<file path="config.mk">
export PLATFORM = sky130hd
export DESIGN_NAME = rmpf_pixel_decide
export DESIGN_NICKNAME = d
export VERILOG_FILES = /design/src/hdl/rmpf_pkg.sv /design/src/hdl/rmpf_pixel_decide.sv
export SDC_FILE = /design/constraint.sdc
export NUM_CORES = 1
export LEC_CHECK = 0
export BUFFER_PORTS_ARGS = -buffer_cell sky130_fd_sc_hd__buf_2
export CAP_MARGIN = 15
export CORE_MARGIN = 2
export CORE_UTILIZATION = 45
export DETAILED_ROUTE_END_ITERATION = 16
export SYNTH_ARGS = -nofsm -noshare
export SYNTH_HDL_FRONTEND = slang
export SYNTH_SLANG_ARGS = --single-unit
</file>
<file path="constraint.sdc">
create_clock -name vclk -period 20.1
set_input_delay 2.01 -clock vclk [all_inputs]
set_output_delay 2.01 -clock vclk [all_outputs]
set_load 0.01 [all_outputs]
</file>
<file path="src/hdl/rmpf_pkg.sv">
// ============================================================================
// rmpf_pkg - shared types and constants of the mono page framebuffer
// Panel geometry, stream byte codes, colour widening tables and the Bayer
// ordered-dither matrix.
// ============================================================================
package rmpf_pkg;

    // Panel geometry
    localparam int COLUMNS     = 128;
    localparam int ROWS        = 64;
    localparam int PAGE_COUNT  = (ROWS + 7) / 8;
    localparam int PAGE_BYTES  = 7 + COLUMNS;
    localparam int STORE_DEPTH = PAGE_COUNT * COLUMNS;
    localparam int ADDR_W      = $clog2(STORE_DEPTH);
    localparam int POS_W       = $clog2(PAGE_BYTES);
    localparam int PAGE_W      = (PAGE_COUNT > 1) ? $clog2(PAGE_COUNT) : 1;

    // Operation codes of an input word
    typedef enum logic {
        OP_DRAW  = 1'b0,
        OP_FLUSH = 1'b1
    } t_op;

    // Configuration register indexes
    localparam logic CFG_DITHER     = 1'b0;
    localparam logic CFG_COL_OFFSET = 1'b1;

    // Stream byte codes
    localparam logic [7:0] PFX_CMD      = 8'h00;
    localparam logic [7:0] PFX_DATA     = 8'h40;
    localparam logic [7:0] CMD_PAGE     = 8'hB0;
    localparam logic [7:0] CMD_COL_HIGH = 8'h10;

    // Positions inside one page of the stream
    localparam logic [POS_W-1:0] POS_PFX0     = POS_W'(0);
    localparam logic [POS_W-1:0] POS_PAGE     = POS_W'(1);
    localparam logic [POS_W-1:0] POS_PFX1     = POS_W'(2);
    localparam logic [POS_W-1:0] POS_COL_LOW  = POS_W'(3);
    localparam logic [POS_W-1:0] POS_PFX2     = POS_W'(4);
    localparam logic [POS_W-1:0] POS_COL_HIGH = POS_W'(5);
    localparam logic [POS_W-1:0] POS_DATA_PFX = POS_W'(6);
    localparam logic [POS_W-1:0] POS_DATA0    = POS_W'(7);
    localparam logic [POS_W-1:0] POS_LAST     = POS_W'(PAGE_BYTES - 1);

    // Luminance weights and fixed threshold
    localparam logic [15:0] LUM_WR        = 16'd77;
    localparam logic [15:0] LUM_WG        = 16'd150;
    localparam logic [15:0] LUM_WB        = 16'd29;
    localparam logic [7:0]  LUM_FIXED_THR = 8'd128;

    typedef logic [31:0][7:0] t_lut5;
    typedef logic [63:0][7:0] t_lut6;

    function automatic t_lut5 build_widen5();
        t_lut5 lut;
        for (int i = 0; i < 32; i++) begin
            lut[i] = 8'((i * 255) / 31);
        end
        return lut;
    endfunction

    function automatic t_lut6 build_widen6();
        t_lut6 lut;
        for (int i = 0; i < 64; i++) begin
            lut[i] = 8'((i * 255) / 63);
        end
        return lut;
    endfunction

    // Widen 5 and 6 bit channels to 8 bits
    localparam t_lut5 WIDEN5 = build_widen5();
    localparam t_lut6 WIDEN6 = build_widen6();

    // 4x4 Bayer matrix, index is {y[1:0], x[1:0]}
    function automatic logic [3:0] bayer_value(input logic [3:0] idx);
        logic [3:0] v;
        case (idx)
            4'd0:    v = 4'd0;
            4'd1:    v = 4'd8;
            4'd2:    v = 4'd2;
            4'd3:    v = 4'd10;
            4'd4:    v = 4'd12;
            4'd5:    v = 4'd4;
            4'd6:    v = 4'd14;
            4'd7:    v = 4'd6;
            4'd8:    v = 4'd3;
            4'd9:    v = 4'd11;
            4'd10:   v = 4'd1;
            4'd11:   v = 4'd9;
            4'd12:   v = 4'd15;
            4'd13:   v = 4'd7;
            4'd14:   v = 4'd13;
            4'd15:   v = 4'd5;
            default: v = 4'd0;
        endcase
        return v;
    endfunction

endpackage

</file>
<file path="src/hdl/rmpf_pixel_decide.sv">
// ============================================================================
// rmpf_pixel_decide - RGB565 to on/off pixel decision
// Widens the channels, forms the weighted luminance and compares it with the
// fixed or the Bayer ordered-dither threshold.
// ============================================================================
module rmpf_pixel_decide import rmpf_pkg::*; (
    input  logic [15:0] i_color,
    input  logic [1:0]  i_x_lsb,
    input  logic [1:0]  i_y_lsb,
    input  logic        i_dither,
    output logic        o_lit
);

    logic [7:0]  red8;
    logic [7:0]  green8;
    logic [7:0]  blue8;
    logic [15:0] lum_sum;
    logic [7:0]  lum;
    logic [7:0]  bayer_thr;

    // Widen channels
    assign red8   = WIDEN5[i_color[15:11]];
    assign green8 = WIDEN6[i_color[10:5]];
    assign blue8  = WIDEN5[i_color[4:0]];

    // Weighted sum, top byte is the luminance
    assign lum_sum = 16'(16'(red8) * LUM_WR + 16'(green8) * LUM_WG
                         + 16'(blue8) * LUM_WB);
    assign lum     = lum_sum[15:8];

    // Threshold 16*B + 8
    assign bayer_thr = {bayer_value({i_y_lsb, i_x_lsb}), 4'h8};

    assign o_lit = i_dither ? (lum >= bayer_thr) : (lum >= LUM_FIXED_THR);

endmodule

</file>
==> flow_summary.json <==
{
  "yosys.area_share.adder_pct": 65.1,
  "seq_cell_count": 0,
  "critPathTopFamily": "adder cells",
  "syn_area_per_cell_sq_um": 9.43,
  "path_class": "primary input to primary output",
  "register_area_sq_um": 0,
  "place_hpwl_um": 5700,
  "totalNegativeSetupSlack_ns": 0,
  "path_common_cell": "ha_1",
  "hold_viol_final": 0,
  "synth_area_leader_cell": "ha_1",
  "io_buffers": 22,
  "ctsResizeCount": 0,
  "overflow": 0,
  "seq_area_frac_synth_pct": 0,
  "startpoint_type": "primary input",
  "min_from": "i_dither",
  "syn_inst": 369,
  "rsz0062_at_grt": "false",
  "grt_pass1_vias": 2492,
  "drt_iter0_drc": 45,
  "worst-path-buf-inv": 6,
  "fmax_mhz": 87.5,
  "crit_slowest_cell": "fa_1",
  "synth.area.mux_share_pct": 0.755,
  "synthToLayoutAreaGrowth_pct": 6.69,
  "synth_xor_area_share_pct": 4.03,
  "post_cts_buffers": 0,
  "grt_start_max_net_pins": 13,
  "syn_area_sq_um": 3480,
  "start_util_pct": 45.7,
  "grt_usage_pct": 16.2,
  "synth_top_area_share_pct": 33.5,
  "critPathMaxFanout": 6,
  "io_pins": 22,
  "drc_errors": 0,
  "setup_ws_ns": 8.67,
  "die_h_um": 91.9,
  "yosys.cell_count.top_type": "inv_1",
  "postCtsHoldBufs": 0,
  "arrival_ns": 9.42,
  "antenna_cells": 0,
  "grt_first_pass_wirelength_um": 11400,
  "ys_types": 37,
  "antenna_left": 0,
  "finalSetupViolCount": 0,
  "synth_top_family_by_area": "adder cells",
  "synthTopCellsByCount": "104 x inv_1, 93 x ha_1, 55 x fa_1",
  "core_sq_um": 7610,
  "period_share_pct": 56.9,
  "routed_wl_um": 6160,
  "slew_violations": 0,
  "worst_setup_path_end_kind": "primary output",
  "yosysWarnings": 0,
  "drive_gt1_share_pct": 8.46,
  "fin_nets": 561,
  "place.gp.congestion": 0.830,
  "period_minus_slack_ns": 11.43,
  "via_count": 2408,
  "status": "finished clean",
  "routedWlPerCell_um": 12.5,
  "hold_class": "primary input to primary output",
  "startpoint": "i_color[8]",
  "first_pass_iters": 4,
  "cpPeakStageDelay_ns": 0.54,
  "worstPathRequired_ns": 18.09,
  "worstMarginPinSlew_ns": 1.01,
  "syn_nets": 538,
  "nFillCells": 740,
  "cap_violations": 0,
  "fp-row-count": 32,
  "vias_per_cell": 4.89,
  "die_x_um": 91.9,
  "clock_buffers": 0,
  "synthTopCellsByArea": "ha_1 33%, fa_1 32%, inv_1 11%",
  "place_ws_ns": 8.63,
  "synthSimpleGateAreaFrac_pct": 5.65,
  "synth-compound-area-share_pct": 13.1,
  "antenna_found_initial": 0,
  "slew_headroom_pct": 32.0,
  "die_area_sq_um": 8450
}
-- routing by layer --
metal  global-route usage (%)  vias to the layer above  routed length, um
met4                    0.498                        0                 25
li1                         -                     1238                  -
met5                        0                        -                  0
met1                     24.0                     1148               3100
met2                     28.6                       20               2970
met3                   0.0822                        2                 61
-- area by class of cell --
| class | instances | area (sq um) | area share [%] |
|---|---|---|---|
| multi-input combinational | 264 | 3080 | 83.1 |
| inverter | 104 | 390 | 10.5 |
| tap | 102 | 128 | 3.44 |
| timing repair buffer | 22 | 110 | 2.97 |
-- metrics by stage --
step | std cells | util, % | instance area, sq um | hold WS, ns
finish | 492 | 48.8 | 3710 | 4.33
global route | 492 | 48.8 | 3710 | 4.35
CTS | 492 | 48.8 | 3710 | 4.33
detailed placement | 492 | 48.8 | 3710 | 4.33
global placement | 492 | 48.8 | 3710 | 4.32
floorplan | 369 | - | 3480 | 4.17
-- worst min-delay path, stage by stage --
cell and delay [ns]:
buf_2 0.09, o21a_1 0.11, buf_2 0.12
-- kinds of logic (layout without fill, tap and decap cells) --
group	Yosys count	count (layout)
adders and majority gates	148	148
buffers and inverters	105	126
AOI/OAI and AO/OA	58	58
and+or+nand+nor	40	40
xor gates and xnor gates	16	16
muxes	2	2
-- final timing paths --
kind,slack [ns],endpoint,cells after the start
setup / recovery,8.67,o_lit,36
hold / removal,4.33,o_lit,3
-- layout by cell type (no fill, tap or decap), types with 2 or more instances in the layout --
cell,count
a211oi_2,2
a21o_1,7
a21oi_1,9
a22o_1,2
buf_2,22
fa_1,55
ha_1,93
inv_1,104
nand2_1,5
nand2b_1,3
nand4_1,3
nor2_1,15
nor2b_1,6
nor3_1,4
o211ai_1,4
o21a_1,7
o21ai_0,14
or3_1,2
xnor2_1,12
xor2_1,4
Power is not shown: default switching activity piles up to over one toggle a cycle in this logic, so the estimate is an artifact.
